<file path="config.mk">
export PLATFORM = sky130hd
export DESIGN_NAME = afg_gain_pipe
export DESIGN_NICKNAME = d
export VERILOG_FILES = /design/src/rtl/afg_pkg.sv /design/src/rtl/afg_gain_pipe.sv
export SDC_FILE = /design/constraint.sdc
export NUM_CORES = 2
export LEC_CHECK = 0
export BUFFER_PORTS_ARGS = -buffer_cell sky130_fd_sc_hd__clkbuf_2
export CAP_MARGIN = 20
export CORE_MARGIN = 5
export CORE_UTILIZATION = 60
export CTS_CLUSTER_DIAMETER = 100
export DETAILED_ROUTE_END_ITERATION = 8
export PLACE_DENSITY_LB_ADDON = 0.12
export SYNTH_ARGS = -nofsm -noshare
export SYNTH_HDL_FRONTEND = slang
export SYNTH_SLANG_ARGS = --single-unit
</file>
<file path="constraint.sdc">
create_clock -name clk -period 22.6 [get_ports clk]
set_input_delay 4.52 -clock clk [delete_from_list [all_inputs] [get_ports clk]]
set_output_delay 4.52 -clock clk [all_outputs]
set_load 0.05 [all_outputs]
</file>
<file path="src/rtl/afg_pkg.sv">
package afg_pkg;

    localparam int SAMPLE_W = 16;
    localparam int LEN_W    = 31;
    localparam int PROD_W   = 2 * LEN_W;
    localparam int GAIN_W   = 15;
    localparam int FRAC_SH  = 14;
    localparam int RATE_SH  = 16;
    localparam int RATE_W   = 30;
    localparam int ADDR_W   = 4;
    localparam int DATA_W   = 32;
    localparam int S_TDATA_W = 48;

    localparam int DIV_DIVIDEND_W = PROD_W;
    localparam int DIV_DIVISOR_W  = LEN_W + 1;
    localparam int DIV_CNT_W      = $clog2(DIV_DIVIDEND_W);

    localparam logic [RATE_W:0] ONE30 = {1'b1, {RATE_W{1'b0}}};

    localparam logic [1:0] REG_FADE_IN  = 2'd0;
    localparam logic [1:0] REG_FADE_OUT = 2'd1;
    localparam logic [1:0] REG_CLIP     = 2'd2;

    typedef enum logic [1:0] {
        MODE_PASS,
        MODE_MUTE,
        MODE_RAMP
    } afg_mode_t;

    typedef enum logic [2:0] {
        ST_IDLE,
        ST_LOAD,
        ST_UP,
        ST_DOWN,
        ST_SPLIT
    } afg_state_t;

    typedef struct packed {
        logic [LEN_W-1:0] fade_in_len;
        logic [LEN_W-1:0] fade_out_len;
        logic [LEN_W-1:0] clip_len;
        logic [LEN_W-1:0] step_up;
        logic [LEN_W-1:0] step_down;
        logic [LEN_W-1:0] fade_in_end;
        logic [LEN_W-1:0] fade_out_start;
        logic             ready;
    } afg_derived_t;

endpackage

</file>
<file path="src/rtl/afg_gain_pipe.sv">
module afg_gain_pipe (
    input  logic                             clk,
    input  logic                             rst_n,
    input  afg_pkg::afg_derived_t            derived,
    input  logic                             s_tvalid,
    output logic                             s_tready,
    input  logic [afg_pkg::SAMPLE_W-1:0]     pcm_in,
    input  logic [afg_pkg::LEN_W-1:0]        position,
    output logic                             m_tvalid,
    input  logic                             m_tready,
    output logic [afg_pkg::SAMPLE_W-1:0]     pcm_out
);

    localparam int LW = afg_pkg::LEN_W;
    localparam int SW = afg_pkg::SAMPLE_W;
    localparam int PW = afg_pkg::PROD_W;
    localparam int GW = afg_pkg::GAIN_W;
    localparam int RW = afg_pkg::RATE_W;

    logic v1_reg, v2_reg, v3_reg, v4_reg, v5_reg;
    logic adv1, adv2, adv3, adv4, adv5;
    logic in_fire;

    afg_pkg::afg_mode_t mode1_reg, mode2_reg, mode3_reg, mode4_reg;
    logic               fadeout1_reg, fadeout2_reg;
    logic [SW-1:0]      sample1_reg, sample2_reg, sample3_reg, sample4_reg;
    logic [LW-1:0]      mul_a1_reg, mul_b1_reg;
    logic [PW-1:0]      prod2_reg;
    logic [GW-1:0]      gain3_reg;
    logic signed [2*SW-1:0] sprod4_reg;
    logic [SW-1:0]      out5_reg;

    afg_pkg::afg_mode_t mode_c;
    logic               fadeout_c;
    logic [LW-1:0]      mul_a_c, mul_b_c;
    logic [LW:0]        into_c;
    logic [RW:0]        rate_c;
    logic [GW-1:0]      gain_c;
    logic signed [2*SW-1:0] shifted_c;
    logic [SW-1:0]      out_c;

    assign adv5     = !v5_reg || m_tready;
    assign adv4     = !v4_reg || adv5;
    assign adv3     = !v3_reg || adv4;
    assign adv2     = !v2_reg || adv3;
    assign adv1     = !v1_reg || adv2;
    assign s_tready = derived.ready && adv1;
    assign in_fire  = s_tvalid && s_tready;

    always_comb
    begin
        into_c    = {1'b0, position} + {1'b0, derived.fade_out_len}
                    - {1'b0, derived.clip_len};
        mode_c    = afg_pkg::MODE_PASS;
        fadeout_c = 1'b0;
        mul_a_c   = derived.step_up;
        mul_b_c   = position;
        if ((derived.fade_in_len == '0) && (derived.fade_out_len == '0))
        begin
            mode_c = afg_pkg::MODE_PASS;
        end
        else if (position >= derived.clip_len)
        begin
            mode_c = afg_pkg::MODE_MUTE;
        end
        else if (position < derived.fade_in_end)
        begin
            mode_c = afg_pkg::MODE_RAMP;
        end
        else if (position >= derived.fade_out_start)
        begin
            mode_c    = afg_pkg::MODE_RAMP;
            fadeout_c = 1'b1;
            mul_a_c   = derived.step_down;
            mul_b_c   = into_c[LW-1:0];
        end
    end

    always_comb
    begin
        rate_c = afg_pkg::ONE30 - {1'b0, prod2_reg[RW-1:0]};
        if (!fadeout2_reg)
        begin
            gain_c = prod2_reg[afg_pkg::RATE_SH+GW-1:afg_pkg::RATE_SH];
        end
        else if (prod2_reg[PW-1:RW] == '0)
        begin
            gain_c = rate_c[afg_pkg::RATE_SH+GW-1:afg_pkg::RATE_SH];
        end
        else
        begin
            gain_c = '0;
        end
    end

    always_comb
    begin
        shifted_c = sprod4_reg >>> afg_pkg::FRAC_SH;
        case (mode4_reg)
            afg_pkg::MODE_PASS: out_c = sample4_reg;
            afg_pkg::MODE_MUTE: out_c = '0;
            afg_pkg::MODE_RAMP: out_c = shifted_c[SW-1:0];
            default:            out_c = sample4_reg;
        endcase
    end

    always_ff @(posedge clk or negedge rst_n)
    begin
        if (!rst_n)
        begin
            v1_reg <= 1'b0;
            v2_reg <= 1'b0;
            v3_reg <= 1'b0;
            v4_reg <= 1'b0;
            v5_reg <= 1'b0;
        end
        else
        begin
            if (adv1)
            begin
                v1_reg <= in_fire;
            end
            if (adv2)
            begin
                v2_reg <= v1_reg;
            end
            if (adv3)
            begin
                v3_reg <= v2_reg;
            end
            if (adv4)
            begin
                v4_reg <= v3_reg;
            end
            if (adv5)
            begin
                v5_reg <= v4_reg;
            end
        end
    end

    always_ff @(posedge clk)
    begin
        if (in_fire)
        begin
            mode1_reg    <= mode_c;
            fadeout1_reg <= fadeout_c;
            sample1_reg  <= pcm_in;
            mul_a1_reg   <= mul_a_c;
            mul_b1_reg   <= mul_b_c;
        end
        if (adv2 && v1_reg)
        begin
            mode2_reg    <= mode1_reg;
            fadeout2_reg <= fadeout1_reg;
            sample2_reg  <= sample1_reg;
            prod2_reg    <= mul_a1_reg * mul_b1_reg;
        end
        if (adv3 && v2_reg)
        begin
            mode3_reg   <= mode2_reg;
            sample3_reg <= sample2_reg;
            gain3_reg   <= gain_c;
        end
        if (adv4 && v3_reg)
        begin
            mode4_reg   <= mode3_reg;
            sample4_reg <= sample3_reg;
            sprod4_reg  <= $signed(sample3_reg) * $signed({1'b0, gain3_reg});
        end
        if (adv5 && v4_reg)
        begin
            out5_reg <= out_c;
        end
    end

    assign m_tvalid = v5_reg;
    assign pcm_out  = out5_reg;

endmodule

</file>
==> impl_metrics.yaml <==
status:
  status: "finished, final reports clean"
layout:
  final_common_cell: "inv_1"
  drive_above_1_share: 0.0853
  syn_to_final_growth_pct: 6.98
  fin_area_um2: 57100
  final_cell_mix: "1323 x inv_1, 1100 x fa_1, 699 x nand2_1"
  largest_register_ffs: 62
  nNetsFinal: 7514
floorplanning:
  die_area_um2: 95000
  die_w_um: 308
  coreArea_um2: 88400
  die_y_um: 308
  rows: 109
  ios: 287
  initial_core_util: 0.604
drt:
  viasPerCell: 5.48
  wirelength_mm: 133
  wl_per_cell_um: 19.3
  postRouteAntennaNets: 0
  via_count: 37800
  drtIter0Drc: 2128
  firstDrtPassIters: 5
  drc: 0
worst_setup_path:
  worstSetupPathType: "input pin to primary output"
  required_ps: 18080
  cp_num_buf_inv: 2
  end_kind: "primary output"
  path_cells: "clkbuf_2 > nor2b_1 > nand3_1 > nor2_1 > nand2_1 > and2_1 > clkbuf_2"
  max_stage_delay_ps: 490
  cp_slowest_cell: "nor2b_1"
  critPathMaxFanout: 7
  crit_arrival_ps: 5900
  cpMostUsedCell: "clkbuf_2"
  cp_top_family: "simple AND/OR/NAND/NOR gates"
  worstSetupStartpointType: "input pin"
clock_network:
  clk_latency_ps: 640
  cts-resized-gates: 0
  cts_hold_buf: 0
  h-tree-depth: 1
  cts.path.max_buffers: 3
  cts_tree: "done"
  path_clk_slew_ps: 60
  postCtsSetupBuffers: 0
  numCtsBuffers: 31
  cts.sinks: 250
  cts_root_buffer: "clkbuf_16"
synthesis:
  synthesis.nets: 7361
  syn_inst: 5540
  synth_seq_area_share: 0.140
  async_flop_share: 0.0200
  yosysWarnings: 0
  synth-edff-count: 245
  avgSynthCellArea_um2: 9.64
  synth.distinct_cells: 81
  synth-seq-cells: 250
  synth_ff_type: "edfxtp_1"
  syn-cell-area_um2: 53400
flow_run:
  drv_cap: 0
timing:
  slew_violations: 0
  setup-violations-final: 0
  fmax_mhz: 96.0
  hold_violations: 0
  slew_headroom: 0.350
  rsz0062_at_grt: "no"
  worst_slack_ps: 12180
  finalWorstPathRequiredPeriod_ps: 10420
  tightest_slew_ps: 966
  tns_ps: 0
  post-route-period-util: 0.461
  clock_skew_ps: 34.9
global_route:
  grt_pass1_vias: 40900
  grt_pass1_wl_mm: 216
  gr-total-overflow: 0
  antenna_found_initial: 4
  grt_max_degree: 68
  grtUsageTotal: 0.287
placement:
  io_buffers: 286
  hpwl_mm: 104
  post_dp_cell_area_um2: 56000
  gp_congestion: 0.946
  post-place-ws_ps: 12160
worst_hold_path:
  hold_path_class: "register to register"
[worst register-to-register path, stage by stage (launching register included)]
cell,delay [ps]
edfxtp_1,950
buf_4,410
nand2_1,120
fa_1,530
inv_1,60
fa_1,490
inv_1,50
fa_1,530
inv_1,80
fa_1,490
fa_1,550
fa_1,440
fa_1,510
fa_1,450
ha_1,390
nand4_1,200
inv_1,60
a221oi_1,380
o21ai_0,230
a2bb2oi_2,510
o21ai_2,210
a211o_1,330
a21o_1,180
a21oi_1,180
xnor2_1,90
[stage by stage]
stage,hold WS (ps),std cells,util
global route,418,6885,0.646
CTS,414,6882,0.646
global placement,402,6824,0.633
finish,415,6886,0.646
floorplan,400,5540,-
detailed placement,405,6824,0.633
[synth_stat cells, drive strengths merged, types with 4 or more instances]
cell type | number | area (um^2)
a211oi | 18 | 140
a21boi | 4 | 30.0
a21o | 56 | 420
a21oi | 111 | 559
a221oi | 8 | 76.3
a31oi | 12 | 90.1
a41oi | 6 | 86.3
and2 | 627 | 3920
and3 | 4 | 25.0
and4 | 6 | 52.6
buf | 9 | 45.0
clkbuf | 235 | 882
dfrtp | 5 | 125
edfxtp | 245 | 7360
fa | 1100 | 22000
ha | 452 | 5660
inv | 1323 | 4970
mux2 | 33 | 372
mux2i | 6 | 60.1
nand2 | 699 | 2620
nand2b | 14 | 87.6
nand3 | 29 | 145
nand4 | 37 | 231
nor2 | 82 | 310
nor2b | 17 | 106
nor3 | 21 | 110
nor4 | 31 | 209
o211ai | 13 | 97.6
o21a | 18 | 135
o21ai | 103 | 527
o21bai | 17 | 128
o22ai | 6 | 43.8
o31a | 4 | 35.0
o31ai | 15 | 159
or2 | 8 | 50.1
or3 | 10 | 67.6
or3b | 4 | 35.0
xnor2 | 82 | 718
xor2 | 31 | 272
[final cells by class]
| class | instances | area (um^2) |
|---|---|---|
| repair buffers | 364 | 2030 |
| well taps | 1165 | 1460 |
| diodes | 3 | 7.51 |
| clock inverters | 22 | 329 |
| multi-input cells | 3723 | 40000 |
| inverters | 1323 | 4970 |
| flip-flops and latches | 250 | 7480 |
| fillers | 7341 | 31300 |
| clock buffers | 36 | 795 |
[cells by family (layout without fill, tap and decap cells)]
kind of cell | count (synthesis) | count (layout) | share of synthesized area
AO/OA/AOI/OAI | 424 | 424 | 0.0537
buffers and inverters | 1567 | 1745 | 0.110
adder cells (fa/ha/maj) | 1552 | 1552 | 0.518
multiplexers | 39 | 39 | 0.00809
AND/OR/NAND/NOR | 1595 | 1595 | 0.151
flip-flops | 250 | 250 | 0.140
other | 0 | 3 | 0
XOR/XNOR | 113 | 113 | 0.0185
[final timing paths]
path	from	to	slack [ps]	cells after the start
setup / recovery	m_tready	s_tready	12180	7
hold / removal	sample2_reg[4]	sample3_reg[4]	420	0
setup reg to reg	mul_b1_reg[23]	prod2_reg[46]	13920	24
hold reg to reg	sample2_reg[4]	sample3_reg[4]	420	0
max in group asynchronous	rst_n	v4_reg	18760	1
min in group asynchronous	rst_n	m_tvalid	3710	1
[per-layer routing]
metal / vias to the layer above / GRT usage / part of all wire
met4: 0 / 0.0875 / 0.035
li1: 17000 / - / -
met5: - / 0 / 0
met2: 1343 / 0.492 / 0.49
met1: 19200 / 0.380 / 0.40
met3: 247 / 0.0450 / 0.072
Power is left out: the tool's default activity adds up to more than one toggle a clock period on the data nets, which glitch-free logic cannot reach.
