<file path="src/rtl/afg_pkg.sv">
package afg_pkg;

    localparam int SAMPLE_W = 16;
    localparam int LEN_W    = 31;
    localparam int PROD_W   = 2 * LEN_W;
    localparam int GAIN_W   = 15;
    localparam int FRAC_SH  = 14;
    localparam int RATE_SH  = 16;
    localparam int RATE_W   = 30;
    localparam int ADDR_W   = 4;
    localparam int DATA_W   = 32;
    localparam int S_TDATA_W = 48;

    localparam int DIV_DIVIDEND_W = PROD_W;
    localparam int DIV_DIVISOR_W  = LEN_W + 1;
    localparam int DIV_CNT_W      = $clog2(DIV_DIVIDEND_W);

    localparam logic [RATE_W:0] ONE30 = {1'b1, {RATE_W{1'b0}}};

    localparam logic [1:0] REG_FADE_IN  = 2'd0;
    localparam logic [1:0] REG_FADE_OUT = 2'd1;
    localparam logic [1:0] REG_CLIP     = 2'd2;

    typedef enum logic [1:0] {
        MODE_PASS,
        MODE_MUTE,
        MODE_RAMP
    } afg_mode_t;

    typedef enum logic [2:0] {
        ST_IDLE,
        ST_LOAD,
        ST_UP,
        ST_DOWN,
        ST_SPLIT
    } afg_state_t;

    typedef struct packed {
        logic [LEN_W-1:0] fade_in_len;
        logic [LEN_W-1:0] fade_out_len;
        logic [LEN_W-1:0] clip_len;
        logic [LEN_W-1:0] step_up;
        logic [LEN_W-1:0] step_down;
        logic [LEN_W-1:0] fade_in_end;
        logic [LEN_W-1:0] fade_out_start;
        logic             ready;
    } afg_derived_t;

endpackage

</file>
<file path="src/rtl/afg_div.sv">
module afg_div (
    input  logic                                   clk,
    input  logic                                   rst_n,
    input  logic                                   start,
    input  logic [afg_pkg::DIV_DIVIDEND_W-1:0]     dividend,
    input  logic [afg_pkg::DIV_DIVISOR_W-1:0]      divisor,
    output logic                                   done,
    output logic [afg_pkg::DIV_DIVIDEND_W-1:0]     quotient
);

    logic [afg_pkg::DIV_DIVIDEND_W-1:0] quo_reg;
    logic [afg_pkg::DIV_DIVISOR_W-1:0]  rem_reg;
    logic [afg_pkg::DIV_DIVISOR_W-1:0]  div_reg;
    logic [afg_pkg::DIV_CNT_W-1:0]      cnt_reg;
    logic                               busy_reg;
    logic                               done_reg;
    logic [afg_pkg::DIV_DIVISOR_W:0]    trial;
    logic [afg_pkg::DIV_DIVISOR_W:0]    trial_sub;
    logic                               qbit;

    always_comb
    begin
        trial     = {rem_reg, quo_reg[afg_pkg::DIV_DIVIDEND_W-1]};
        trial_sub = trial - {1'b0, div_reg};
        qbit      = (trial >= {1'b0, div_reg});
    end

    always_ff @(posedge clk or negedge rst_n)
    begin
        if (!rst_n)
        begin
            busy_reg <= 1'b0;
            done_reg <= 1'b0;
            cnt_reg  <= '0;
        end
        else
        begin
            done_reg <= 1'b0;
            if (start)
            begin
                busy_reg <= 1'b1;
                cnt_reg  <= afg_pkg::DIV_CNT_W'(afg_pkg::DIV_DIVIDEND_W - 1);
            end
            else if (busy_reg)
            begin
                cnt_reg <= cnt_reg - 1'b1;
                if (cnt_reg == '0)
                begin
                    busy_reg <= 1'b0;
                    done_reg <= 1'b1;
                end
            end
        end
    end

    always_ff @(posedge clk)
    begin
        if (start)
        begin
            quo_reg <= dividend;
            rem_reg <= '0;
            div_reg <= divisor;
        end
        else if (busy_reg)
        begin
            quo_reg <= {quo_reg[afg_pkg::DIV_DIVIDEND_W-2:0], qbit};
            rem_reg <= qbit ? trial_sub[afg_pkg::DIV_DIVISOR_W-1:0]
                            : trial[afg_pkg::DIV_DIVISOR_W-1:0];
        end
    end

    assign done     = done_reg;
    assign quotient = quo_reg;

endmodule

</file>
<file path="src/rtl/afg_derive.sv">
module afg_derive (
    input  logic                         clk,
    input  logic                         rst_n,
    input  logic                         psel,
    input  logic                         penable,
    input  logic                         pwrite,
    input  logic [afg_pkg::ADDR_W-1:0]   paddr,
    input  logic [afg_pkg::DATA_W-1:0]   pwdata,
    output logic [afg_pkg::DATA_W-1:0]   prdata,
    output afg_pkg::afg_derived_t        derived
);

    localparam int LW = afg_pkg::LEN_W;

    afg_pkg::afg_state_t state_reg;
    afg_pkg::afg_state_t state_next;

    logic [LW-1:0] fade_in_len_reg;
    logic [LW-1:0] fade_out_len_reg;
    logic [LW-1:0] clip_len_reg;
    logic [LW-1:0] step_up_reg;
    logic [LW-1:0] step_down_reg;
    logic [LW-1:0] fade_in_end_reg;
    logic [LW-1:0] fade_out_start_reg;
    logic [afg_pkg::PROD_W-1:0] split_prod_reg;

    logic                                  cfg_wr;
    logic [1:0]                            reg_idx;
    logic                                  div_start;
    logic [afg_pkg::DIV_DIVIDEND_W-1:0]    div_dividend;
    logic [afg_pkg::DIV_DIVISOR_W-1:0]     div_divisor;
    logic                                  div_done;
    logic [afg_pkg::DIV_DIVIDEND_W-1:0]    div_quotient;
    logic [LW:0]                           len_sum;
    logic                                  do_split;
    logic [LW-1:0]                         tail_start;

    assign cfg_wr  = psel && penable && pwrite;
    assign reg_idx = paddr[3:2];

    always_comb
    begin
        case (reg_idx)
            afg_pkg::REG_FADE_IN:  prdata = {1'b0, fade_in_len_reg};
            afg_pkg::REG_FADE_OUT: prdata = {1'b0, fade_out_len_reg};
            afg_pkg::REG_CLIP:     prdata = {1'b0, clip_len_reg};
            default:               prdata = '0;
        endcase
    end

    always_ff @(posedge clk or negedge rst_n)
    begin
        if (!rst_n)
        begin
            fade_in_len_reg  <= '0;
            fade_out_len_reg <= '0;
            clip_len_reg     <= '0;
        end
        else if (cfg_wr)
        begin
            case (reg_idx)
                afg_pkg::REG_FADE_IN:  fade_in_len_reg  <= pwdata[LW-1:0];
                afg_pkg::REG_FADE_OUT: fade_out_len_reg <= pwdata[LW-1:0];
                afg_pkg::REG_CLIP:     clip_len_reg     <= pwdata[LW-1:0];
                default:               ;
            endcase
        end
    end

    always_comb
    begin
        len_sum    = {1'b0, fade_in_len_reg} + {1'b0, fade_out_len_reg};
        do_split   = ({1'b0, clip_len_reg} < len_sum) && (fade_in_len_reg != '0)
                     && (fade_out_len_reg != '0);
        tail_start = (clip_len_reg > fade_out_len_reg) ? (clip_len_reg - fade_out_len_reg)
                                                       : '0;
    end

    always_comb
    begin
        state_next   = state_reg;
        div_start    = 1'b0;
        div_dividend = afg_pkg::DIV_DIVIDEND_W'(afg_pkg::ONE30);
        div_divisor  = {1'b0, fade_in_len_reg};
        case (state_reg)
            afg_pkg::ST_IDLE:
            begin
            end
            afg_pkg::ST_LOAD:
            begin
                div_start  = 1'b1;
                state_next = afg_pkg::ST_UP;
            end
            afg_pkg::ST_UP:
            begin
                div_divisor = {1'b0, fade_out_len_reg};
                if (div_done)
                begin
                    div_start  = 1'b1;
                    state_next = afg_pkg::ST_DOWN;
                end
            end
            afg_pkg::ST_DOWN:
            begin
                div_dividend = split_prod_reg;
                div_divisor  = len_sum;
                if (div_done)
                begin
                    div_start  = 1'b1;
                    state_next = afg_pkg::ST_SPLIT;
                end
            end
            afg_pkg::ST_SPLIT:
            begin
                if (div_done)
                begin
                    state_next = afg_pkg::ST_IDLE;
                end
            end
            default:
            begin
                state_next = afg_pkg::ST_IDLE;
            end
        endcase
        if (cfg_wr)
        begin
            div_start  = 1'b0;
            state_next = afg_pkg::ST_LOAD;
        end
    end

    always_ff @(posedge clk or negedge rst_n)
    begin
        if (!rst_n)
        begin
            state_reg <= afg_pkg::ST_IDLE;
        end
        else
        begin
            state_reg <= state_next;
        end
    end

    always_ff @(posedge clk)
    begin
        if (state_reg == afg_pkg::ST_LOAD)
        begin
            split_prod_reg <= clip_len_reg * fade_in_len_reg;
        end
    end

    always_ff @(posedge clk or negedge rst_n)
    begin
        if (!rst_n)
        begin
            step_up_reg        <= '0;
            step_down_reg      <= '0;
            fade_in_end_reg    <= '0;
            fade_out_start_reg <= '0;
        end
        else if (div_done && !cfg_wr)
        begin
            case (state_reg)
                afg_pkg::ST_UP:
                begin
                    step_up_reg <= (fade_in_len_reg != '0) ? div_quotient[LW-1:0] : '0;
                end
                afg_pkg::ST_DOWN:
                begin
                    step_down_reg <= (fade_out_len_reg != '0) ? div_quotient[LW-1:0] : '0;
                end
                afg_pkg::ST_SPLIT:
                begin
                    fade_in_end_reg    <= do_split ? div_quotient[LW-1:0] : fade_in_len_reg;
                    fade_out_start_reg <= do_split ? div_quotient[LW-1:0] : tail_start;
                end
                default: ;
            endcase
        end
    end

    afg_div u_div (
        .clk      (clk),
        .rst_n    (rst_n),
        .start    (div_start),
        .dividend (div_dividend),
        .divisor  (div_divisor),
        .done     (div_done),
        .quotient (div_quotient)
    );

    always_comb
    begin
        derived.fade_in_len    = fade_in_len_reg;
        derived.fade_out_len   = fade_out_len_reg;
        derived.clip_len       = clip_len_reg;
        derived.step_up        = step_up_reg;
        derived.step_down      = step_down_reg;
        derived.fade_in_end    = fade_in_end_reg;
        derived.fade_out_start = fade_out_start_reg;
        derived.ready          = (state_reg == afg_pkg::ST_IDLE);
    end

endmodule

</file>
<file path="config.mk">
export PLATFORM = sky130hd
export DESIGN_NAME = afg_derive
export DESIGN_NICKNAME = d
export VERILOG_FILES = /design/src/rtl/afg_pkg.sv /design/src/rtl/afg_div.sv /design/src/rtl/afg_derive.sv
export SDC_FILE = /design/constraint.sdc
export NUM_CORES = 2
export LEC_CHECK = 0
export BUFFER_PORTS_ARGS = -buffer_cell sky130_fd_sc_hd__buf_2
export CORE_ASPECT_RATIO = 0.7
export CORE_MARGIN = 5
export CORE_UTILIZATION = 40
export DETAILED_ROUTE_END_ITERATION = 10
export GPL_TIMING_DRIVEN = 0
export HOLD_SLACK_MARGIN = 0.12
export PLACE_DENSITY = 0.61
export SYNTH_ARGS = -nofsm -noshare
export SYNTH_HDL_FRONTEND = slang
export SYNTH_SLANG_ARGS = --single-unit
</file>
<file path="constraint.sdc">
create_clock -name clk -period 19.4 [get_ports clk]
set_input_delay 1.94 -clock clk [delete_from_list [all_inputs] [get_ports clk]]
set_output_delay 1.94 -clock clk [all_outputs]
set_load 0.01 [all_outputs]
</file>
==> results.tsv <==
metric	value	unit
multi_input_area	0.0383	sq mm
rsz0062_at_grt	no	
drc_errors	0	
placement.cell_area	0.0577	sq mm
seq_area_frac_synth	20.5	%
required	19750	ps
max_freq	92.0	MHz
initial_core_util	40.4	%
fin_area	0.0594	sq mm
synthSimpleGateAreaFrac	16.4	%
synth_fa_ha_area_share	40.0	%
yosys.area.top_type	fa_1	
io_pins	291	
die_w	449	microns
crit_slowest_cell	clkbuf_1	
nFillCells	13100	
ant_nets	0	
grt_pass1_wl	332	mm
hpwl	191	mm
cts-root-buf	clkbuf_16	
ys_warn_count	0	
synth_compound_area_share	8.34	%
avgViaCountPerCell	5.73	
grt_pass1_vias	44400	
portBuffers	285	
fp.coreArea	0.134	sq mm
place_ws	9020	ps
slowest_delay	1030	ps
fin_worst_skew	74.2	ps
grt_max_degree	102	
post_cts_buffers	0	
crit_chain	clkbuf_1 -> clkbuf_1 -> and2_1 -> fa_1 -> fa_1 -> inv_1 -> fa_1 -> fa_1 -> inv_1 -> fa_1 -> fa_1 -> fa_1 -> fa_1 -> ha_1 -> a21oi_1 -> o21ai_0 -> a22o_1 -> a21o_1 -> a41oi_1 -> o21ai_1 -> a211oi_1 -> a31oi_1 -> o41ai_1	
synth_mux_area_share	3.90	%
final_nets	7366	
finalNonFillerCells	7939	
vias	45500	
tns	0	ps
drive_above_1_share	8.52	%
cap_viol_max_count	2	
setup_viol	0	
layout_common_cells	965 x nand2_1, 859 x inv_1, 840 x fa_1	
setup_slack	8530	ps
clock_sinks	416	
finalHoldViolCount	0	
synth_area_per_cell	9.36	sq um
synth.area.top_cells	fa_1 31%, dfrtp_1 11%, ha_1 8.8%, edfxtp_1 8.7%, nand2_1 6.7%	
htreeDepth	2	
place.gp.congestion	1.03	
timing.final.crit_share	56.1	%
synth_xor_xnor_area_share	2.34	%
area_growth_syn_to_layout	10.2	%
drt_iter0_drc	5018	
synth_edf_count	156	
ctsResizeCount	0	
dp.cells	7822	
crit_path_start_kind	register	
synth-async-reset-ratio	54.8	%
cp_common_cell	fa_1	
hp-class	register to register	
grtUsageMet1	45.2	%
cts_buffers	46	
row_count	112	
status	complete, but fails checks	
fin_crit	10870	ps
netlist_area	0.0539	sq mm
seqCellArea	0.0110	sq mm
wl_per_cell	29.7	microns
relSlewSlack	-0.815	%
die_area	0.142	sq mm
grt_util_met3	11.8	%
final_common_cell	nand2_1	
grt_overflow	0	
slew_viol_final	10	
grt_use_total	32.8	%
violations	capacitance limit, slew limit	
antenna_found_initial	37	
use_met2	45.9	%
drt-pass1-iter-count	5	
worst_pin_slew	1510	ps
cts_tree	built	
path_max_fanout	10	
clockBufferDepth	3	
synth_nets	7022	
fp.dieH	317	microns
syn_inst	5760	
finalWirelength	236	mm
crit_type	register to register	
clk_pin_slew_worst_paths	70	ps
busiest_layer	met2	
insertion_delay	690	ps
synth_top_family_by_area	adder cells	
cp-end-kind	register	
arrival	11230	ps
hold_buffers	0	
ys_ff_latch	416	
ys.flop_type	dfrtp_1	
yosys.area.top_type_share	31.2	%
ys_types	80	
[per-layer routing]
metal / up-vias / share of wire, %
met5: - / 0
met4: 0 / 5.6
met3: 452 / 13
met2: 2691 / 40
met1: 23400 / 41
li1: 19000 / -
[logic make-up after synthesis]
logic type,after synthesis
flip-flops,416
AND/OR/NAND/NOR,1869
AO/OA/AOI/OAI,709
XOR/XNOR,144
buffers and inverters,1203
multiplexers,197
adder cells (fa/ha/maj),1221
other,1
[final cells by class]
type                       count  share of cell area, %
sequential                   416                   18.6
antenna                       30                  0.126
timing repair buffer         296                   2.74
buffer                       343                   2.27
multi-input combinational   4141                   64.5
clock buffer                  60                   2.14
tap                         1767                   3.72
inverter                     860                   5.44
clock inverter                26                  0.468
[cells in the mapped netlist, types with 6 or more instances]
master and count:
nor4_1 22, mux2i_1 94, o21a_1 25, edfxtp_1 156
xnor2_1 89, a21oi_1 174, o211ai_1 16, a31oi_1 18
nand2_1 965, a211o_1 6, xor2_1 55, a21o_1 83
buf_2 7, nor3_1 31, o21ai_0 179, fa_1 840
or3_1 8, mux2_2 103, a31o_2 7, nor2_1 117
buf_1 13, o21ai_1 39, and2_1 519, dfrtp_1 228
nand2b_1 18, o22ai_1 8, o221ai_1 31, o31ai_1 7
o21bai_1 30, clkbuf_1 314, nand3_1 100, nor2b_1 26
nand4_1 27, ha_1 381, a211oi_1 23, or2_2 7
and3_1 14, inv_1 859, dfxtp_1 32
[metrics by stage]
step                utilization (%)  hold slack, ps
floorplan                         -             460
global placement               43.1             457
detailed placement             43.2             467
CTS                            44.4             482
global route                   44.4             497
finish                         44.5             478
[critical path: cells and delay by family, from the launching register on]
kind	cells	cell delay [ps]
and+or+nand+nor	1	290
AOI/OAI and AO/OA	9	3010
buffers and inverters	4	2150
adders and majority gates	9	4630
DFF	1	430
[final timing paths]
kind | depth (start not counted) | slack, ps | startpoint | to
setup / recovery | 23 | 8530 | fade_in_len_reg[15]$_DFFE_PN0P_ | split_prod_reg[60]$_DFFE_PP_
hold / removal | 2 | 480 | step_down_reg[16]$_DFFE_PN0P_ | step_down_reg[16]$_DFFE_PN0P_
setup reg to reg | 23 | 8530 | fade_in_len_reg[15]$_DFFE_PN0P_ | split_prod_reg[60]$_DFFE_PP_
hold reg to reg | 2 | 480 | step_down_reg[16]$_DFFE_PN0P_ | step_down_reg[16]$_DFFE_PN0P_
max in group asynchronous | 3 | 16950 | rst_n | clip_len_reg[16]$_DFFE_PN0P_
min in group asynchronous | 1 | 1160 | rst_n | step_down_reg[20]$_DFFE_PN0P_
Power is not shown: default switching activity piles up to over one toggle a cycle in this logic, so the estimate is an artifact.
